$ cat config.mk
export PLATFORM = sky130hd
export DESIGN_NAME = mrem_chain
export DESIGN_NICKNAME = d
export VERILOG_FILES = /design/src/hdl/mrem_pkg.sv /design/src/hdl/mrem_cell.sv /design/src/hdl/mrem_chain.sv
export SDC_FILE = /design/constraint.sdc
export NUM_CORES = 2
export LEC_CHECK = 0
export ABC_AREA = 0
export BUFFER_PORTS_ARGS = -buffer_cell sky130_fd_sc_hd__buf_2
export CORE_MARGIN = 5
export CORE_UTILIZATION = 38
export DETAILED_ROUTE_END_ITERATION = 8
export PLACE_DENSITY = 0.55
export REMOVE_ABC_BUFFERS = 1
export SYNTH_ARGS = -nofsm -noshare
export SYNTH_HDL_FRONTEND = slang
export SYNTH_SLANG_ARGS = --single-unit
$ cat constraint.sdc
create_clock -name clk -period 10 [get_ports clk]
set_clock_uncertainty 0.2 [all_clocks]
set_input_delay 1.5 -clock clk [delete_from_list [all_inputs] [get_ports clk]]
set_output_delay 1.5 -clock clk [all_outputs]
set_load 0.1 [all_outputs]
$ cat src/hdl/mrem_pkg.sv
`timescale 1ns / 1ps
`default_nettype none
package mrem_pkg;

  localparam int MemRegions  = 16;
  localparam int ExclRegions = 16;
  localparam int PageShift   = 12;
  localparam int MaxRanges   = 2 * MemRegions;

  localparam logic [1:0] FUNC_ADD_MEM  = 2'd0;
  localparam logic [1:0] FUNC_ADD_EXCL = 2'd1;
  localparam logic [1:0] FUNC_COMPUTE  = 2'd2;

  typedef struct packed {
    logic [1:0]  func;
    logic [31:0] region_addr;
    logic [31:0] region_size;
    logic [1:0]  region_flags;
    logic [1:0]  select_mask;
  } in_item_t;

  typedef struct packed {
    logic        status;
    logic [32:0] range_start;
    logic [32:0] range_end;
    logic [20:0] range_pages;
    logic [24:0] total_pages;
    logic [24:0] avail_pages;
    logic        last;
  } out_item_t;

  // One stored entry of either table; memory entries leave kind unused.
  typedef struct packed {
    logic [31:0] start;
    logic [32:0] length;
    logic [1:0]  kind;
  } entry_t;

  // Insertion command broadcast along a chain of cells.
  typedef struct packed {
    logic       ins;
    logic [4:0] count;
    entry_t     ent;
  } ins_cmd_t;

  typedef enum logic [2:0] {
    ST_IDLE,
    ST_MEM_LOAD,
    ST_EXCL_STEP,
    ST_MEM_FINISH,
    ST_TERM
  } state_t;

endpackage
`default_nettype wire

$ cat src/hdl/mrem_cell.sv
`timescale 1ns / 1ps
`default_nettype none
module mrem_cell (
  input  wire logic               clk,
  input  wire logic [4:0]         idx,
  input  wire mrem_pkg::ins_cmd_t cmd,
  input  wire mrem_pkg::entry_t   prev_ent,
  input  wire logic               prev_gt,
  input  wire logic               rot,
  input  wire mrem_pkg::entry_t   next_ent,
  output mrem_pkg::entry_t        ent,
  output logic                    gt
);

  mrem_pkg::entry_t ent_r, ent_nxt;
  logic             occ;

  // An occupied cell whose start is above the new one moves up a slot.
  assign occ = idx < cmd.count;
  assign gt  = occ && (cmd.ent.start < ent_r.start);
  assign ent = ent_r;

  always_comb begin
    ent_nxt = ent_r;
    if (cmd.ins) begin
      if (gt) begin
        ent_nxt = prev_gt ? prev_ent : cmd.ent;
      end else if (idx == cmd.count && !prev_gt) begin
        ent_nxt = cmd.ent;
      end else if (idx == cmd.count) begin
        ent_nxt = prev_ent;
      end
    end else if (rot) begin
      ent_nxt = next_ent;
    end
  end

  always_ff @(posedge clk) begin
    ent_r <= ent_nxt;
  end

endmodule
`default_nettype wire

$ cat src/hdl/mrem_chain.sv
`timescale 1ns / 1ps
`default_nettype none
module mrem_chain (
  input  wire logic               clk,
  input  wire mrem_pkg::ins_cmd_t cmd,
  input  wire logic               rot,
  input  wire logic [4:0]         len,
  output mrem_pkg::entry_t        head
);

  localparam int N = (mrem_pkg::MemRegions > mrem_pkg::ExclRegions) ?
                     mrem_pkg::MemRegions : mrem_pkg::ExclRegions;

  mrem_pkg::entry_t ents [N];
  logic             gts  [N];

  // Rotation shifts entries toward cell 0 and wraps the head to slot len-1.
  for (genvar i = 0; i < N; i++) begin : g_cell
    mrem_pkg::entry_t pe, ne;
    logic             pg;
    if (i == 0) begin : g_first
      assign pe = ents[0];
      assign pg = 1'b0;
    end else begin : g_rest
      assign pe = ents[i-1];
      assign pg = gts[i-1];
    end
    if (i == N - 1) begin : g_end
      assign ne = ents[0];
    end else begin : g_mid
      assign ne = (5'(i) == len - 5'd1) ? ents[0] : ents[i+1];
    end
    mrem_cell u_cell (
      .clk(clk), .idx(5'(i)), .cmd(cmd), .prev_ent(pe), .prev_gt(pg),
      .rot(rot), .next_ent(ne), .ent(ents[i]), .gt(gts[i])
    );
  end

  assign head = ents[0];

endmodule
`default_nettype wire

# Word level (Yosys, flattened, before mapping)
# Cells that the tools add are included.
dict set report classes {
  muxes 109
  n_addsub 1
  reduce_logical 65
  n_eq_ne 46
  order_cmp 32
}
# cell count
set op_table {}
lappend op_table {{$mux 67} 109}
lappend op_table {{$lt 32x32->1} 16}
lappend op_table {{$eq 4x5->1 const A} 15}
lappend op_table {{$ne 4x1->1 const B} 15}
lappend op_table {{$eq 3x5->1 const A} 8}
lappend op_table {{$lt 4x5->1 const A} 8}
lappend op_table {{$logic_and 1x1->1} 31}
lappend op_table {{$reduce_and 2->1} 15}
lappend op_table {{$eq 2x5->1 const A} 4}
lappend op_table {{$lt 3x5->1 const A} 4}
lappend op_table {{$logic_not 1->1} 15}
lappend op_table {{$eq 1x5->1 const A} 2}
lappend op_table {{$logic_not 5->1} 2}
lappend op_table {{$lt 1x5->1 const A} 2}
lappend op_table {{$lt 2x5->1 const A} 2}
lappend op_table {{$sub 5x1->5 const B} 1}
lappend op_table {{$ne 3x1->1 const B} 1}
lappend op_table {{$reduce_and 3->1} 1}
lappend op_table {{$ne 2x2->1 const B} 1}
lappend op_table {{$reduce_bool 2->1} 1}
dict set report totals {
  in_bits 80
  ff_bits 1072
}

# Depth between registers and ports, before layout
dict set report depth {
  word_depth 7
  depth_mapped 12
}

# Modules after synthesis
# Synthesis repeated with hierarchy kept, for this count alone.
dict set report hier_totals {
  hier_cells 11237
  area_unflattened_um2 107242.9
}
# module n_inst cells_per_inst seq_area_each_um2 area_each_um2
set by_module_without_submodules {}
lappend by_module_without_submodules {{mrem_cell (g_cell[0].u_cell ...)} 9 654 2011.9 6050.8}
lappend by_module_without_submodules {{mrem_cell (g_cell[4].u_cell ...)} 6 592 2011.9 5776.8}
lappend by_module_without_submodules {mrem_chain 1 1202 0.0 12264.3}
lappend by_module_without_submodules {{mrem_cell (g_cell[12].u_cell)} 1 597 2011.9 5860.6}

# Worst setup path after synthesis
# OpenSTA, ideal clock, no wires.
dict set report synth_timing {
  path_type {input-to-reg}
  start {in cmd[46] (netlist name)}
  end {reg g_cell[6].u_cell.ent_r (netlist bit g_cell[6].u_cell.ent[0]) (enable)}
  path_slack_ps 2432
  n_path_buf 2
  arrival_time_ps 6836
  stages 9
  required_ps 9268
  path_cell_list {ha_1 > a21oi_1 > o21ai_0 > a221o_1 > o21a_1 > a211o_1 > clkbuf_1 > clkbuf_1 > a31oi_1}
}
dict set report synth_between {
  elab_chain_len 6
  elab_cells_between_ends 8
  cone_classes {2 x order compare; 1 x eq/ne; 5 x reduce/logical}
}
# element line
set synth_rtl {}
lappend synth_rtl {{start: declaration} mrem_chain.sv:5} ;# input wire mrem_pkg::ins_cmd_t cmd,
lappend synth_rtl {{$lt 32x32->1} mrem_cell.sv:20} ;# assign gt = occ && (cmd.ent.start < ent_r.start);
lappend synth_rtl {{$logic_and 1x1->1} mrem_cell.sv:20}
lappend synth_rtl {{$logic_not 1->1} mrem_cell.sv:28} ;# end else if (idx == cmd.count && !prev_gt) begin
lappend synth_rtl {{$logic_and 1x1->1} mrem_cell.sv:28}
lappend synth_rtl {{$ne 4x1->1 (no line) (*)} n/a}
lappend synth_rtl {{$reduce_and 2->1 (no line) (*)} n/a}
lappend synth_rtl {{end signal: assignment} mrem_cell.sv:39} ;# ent_r <= ent_nxt;
lappend synth_rtl {{end: declaration} mrem_cell.sv:15} ;# mrem_pkg::entry_t ent_r, ent_nxt;
# Every way passes the cells marked *; elsewhere a longest branch is shown, timed or not.
# A chain may end at the register's enable or synchronous reset.

# Final worst setup path
dict set report layout_timing {
  start {in cmd[57] (netlist name)}
  end {reg g_cell[11].u_cell.ent_r (netlist bit g_cell[11].u_cell.ent[51]) (enable)}
}
dict set report layout_between {
  elab_chain_len 6
  elab_cells_between_ends 8
  cone_classes {2 x order compare; 1 x eq/ne; 5 x reduce/logical}
}
# element line
set layout_rtl {}
lappend layout_rtl {{$lt 32x32->1} mrem_cell.sv:20}
lappend layout_rtl {{$logic_and 1x1->1} mrem_cell.sv:20}
lappend layout_rtl {{$logic_not 1->1} mrem_cell.sv:28}
lappend layout_rtl {{$logic_and 1x1->1} mrem_cell.sv:28}
lappend layout_rtl {{$ne 4x1->1 (no line) (*)} n/a}
lappend layout_rtl {{$reduce_and 2->1 (no line) (*)} n/a}
lappend layout_rtl {{end signal: assignment} mrem_cell.sv:39}
lappend layout_rtl {{end: declaration} mrem_cell.sv:15}
# Marked as above.

==> results.toml <==
[power_and_ir_drop]
leakagePower_uw = 0.0307
ir_drop_mv = 0.223
clockPowerShare_pct = 22.9
seqPwrFrac_pct = 35.3
power.switching_uw = 9530
switching_share_pct = 45.2
p_per_area_mw_per_mm2 = 244
intPower_uw = 11500
pwr-share-comb_pct = 41.8

[synth]
synth.cells.most_frequent = "edfxtp_1 (1072), clkbuf_1 (847), o21ai_0 (793)"
muxShareOfSynthArea_pct = 6.06
synth_top_family_by_area = "compound AO/OA/AOI/OAI gates"
syn_inst = 8942
synth_fa_ha_area_share_pct = 7.75
yosysTopAreaCell = "edfxtp_1"
synth_ff_type = "edfxtp_1"
synth-seq-cells = 1072
seq_area_frac_synth_pct = 40.2
synthXorXnorAreaFrac_pct = 0
yosys.area_share.simple_pct = 12.2
ys_types = 71
yosysMostFrequentCell = "edfxtp_1"
synthArstFlopShare_pct = 0
synth_area_leaders = "edfxtp_1 (40%), ha_1 (7.7%), a211oi_1 (7.1%)"
synth_enable_flop_cells = 1072
synth_warnings = 0
synth_compound_area_share_pct = 25.9
syn-cell-area_mm2 = 0.0801
syn_area_per_cell_um2 = 8.96
synth_top_area_share_pct = 40.2

[clock_tree]
cts_buffer_depth = 3
cts_tree = "yes"
root_buffer = "clkbuf_16"
clk_pin_slew_ps = 60
ctsResizeCount = 0
clock_latency_ps = 840
ctsHoldBuffers = 0
post_cts_buffers = 0
cts_sinks = 1072
htree_levels = 4
cts_made_buffers = 136

[global_routing]
antenna_found_initial = 9
track_usage_pct = 32.6
overflow = 0
grt_pass1_vias = 73200
grt_start_max_net_pins = 210
grt_pass1_wl_um = 530000

[worst_setup_path]
crit_path_end_kind = "flip-flop"
worstPathArrival_ps = 7290
crit_fanout = 49
cp_data_required_time_ps = 10200
worstSetupPathType = "in -> reg"
critPathLaunchType = "primary input"

[routing]
ant_nets = 0
drtIter0Drc = 12000
drt-vias-per-instance = 6.90
drcViolationCount = 0
dr.pass1.iters = 7
post_drt_wl_per_cell_um = 33.4
wl_um = 377000
vias = 77800

[layout]
drive_above_1_share_pct = 7.89
nFillCells = 20700
seqCellArea_mm2 = 0.0322
fin_nets = 8945
largest_reg_flops = 1072
multi_input_area_mm2 = 0.0424
syn2layout_area_growth_pct = 8.01

[sta]
fmax_mhz = 141
finalHoldViolations = 0
min_period_ps = 7090
hold_slack_ps = 372
setup_ws_ps = 2910
relSlewSlack_pct = 2.48
tightest_slew_ps = 1430
rsz0062_at_grt = "no"
finalSetupViolCount = 0
layout_worst_path_cycle_share_pct = 70.9
report.final.slew_viol_count = 0

[run_status]
outcome = "complete, but fails checks"
violations = "max-capacitance violations"

[die]
die_area_mm2 = 0.220
die_height_um = 469
start_util_pct = 38.2
rows = 168
core_area_mm2 = 0.210
die_w_um = 469
io_pins = 147

[worst_hold_path]
hold_path_class = "reg -> reg"

[place]
pre_cts_slack_ps = 2370
dp_hpwl_um = 225000
place.gp.congestion = 1.01
portBuffers = 146

[run]
drv_cap = 1
[final timing paths]
path	from	end	slack, ps	depth (start not counted)
max	cmd[57]	g_cell[11].u_cell.ent[51]$_DFFE_PP_	2910	10
min	g_cell[1].u_cell.ent[21]$_DFFE_PP_	g_cell[0].u_cell.ent[21]$_DFFE_PP_	370	1
max reg2reg	g_cell[11].u_cell.ent[58]$_DFFE_PP_	g_cell[11].u_cell.ent[51]$_DFFE_PP_	3700	10
min reg2reg	g_cell[1].u_cell.ent[21]$_DFFE_PP_	g_cell[0].u_cell.ent[21]$_DFFE_PP_	370	1
[critical path, cell delays in order]
cell and delay [ps]:
buf_2 630, ha_1 360, nand2_1 150, o21ai_0 160
a2111oi_0 1250, o221ai_1 810, o21a_4 640, a21oi_4 220
buf_4 460, buf_4 830
[stage by stage]
| stage | power [µW] | area, µm² | cells | setup TNS, ps | utilization (%) |
|---|---|---|---|---|---|
| after detailed placement | 15900 | 82400 | 11000 | 0 | 39.3 |
| after floorplan | 12100 | 75900 | 7907 | -643550 | - |
| final | 21100 | 86500 | 11300 | 0 | 41.3 |
| after global placement | 15700 | 82400 | 11000 | 0 | 39.3 |
| after global routing | 21700 | 86500 | 11300 | 0 | 41.3 |
| after CTS | 20700 | 86500 | 11300 | 0 | 41.3 |
[layout make-up]
class                      instances  area share [%]
antenna                            2         0.00578
clock inverter                    63           0.633
sequential                      1072            37.2
timing repair buffer             324            2.59
inverter                         547            2.38
clock buffer                     170            4.10
multi-input combinational       6288            49.0
tap                             2805            4.06
[cell families after synthesis]
group,after synthesis
AOI/OAI and AO/OA,3210
and+or+nand+nor,2106
buffers and inverters,1582
DFF,1072
adders and majority gates,496
muxes,476
[power groups by stage]
| stage | logic [µW] | clock network [µW] | registers (µW) |
|---|---|---|---|
| after global routing | 9150 | 5030 | 7530 |
| final | 8820 | 4820 | 7440 |
| after floorplan | 4610 | 0 | 7520 |
| after global placement | 8260 | 0 | 7450 |
| after detailed placement | 8410 | 0 | 7470 |
| after CTS | 8440 | 4860 | 7390 |
[placed cells by master (no fill, tap or decap), types with 13 or more instances in the layout]
cell       count
o21ai_0      793
o21a_1        14
nand2b_1     154
nor3_1       288
nand3_1      427
ha_1         496
nor2b_1       84
o31ai_1       40
buf_4        165
mux2_2        73
clkinv_1      58
clkbuf_1      33
nor2_1       585
o22ai_1      134
a21oi_4       22
nor4_1        14
o221ai_1      32
a21oi_1      281
a21o_1        58
a211oi_1     756
clkinv_2      15
inv_1        517
buf_12        13
o211ai_1      34
a311oi_1     133
mux2i_1      403
a31oi_1      586
a22oi_1      208
clkbuf_16    137
nand2_1      410
o21ai_1       13
nand4_1       71
a221oi_1      17
buf_2        145
edfxtp_1    1072
[routing by layer]
layer	track usage [%]	share of wire, %	vias up
met5	0	0.011	-
met4	17.0	6.3	6
met1	43.0	38	37900
met3	7.66	12	1190
li1	-	-	32900
met2	49.9	43	5792
No activity file was read; power rests on OpenSTA's default activity.
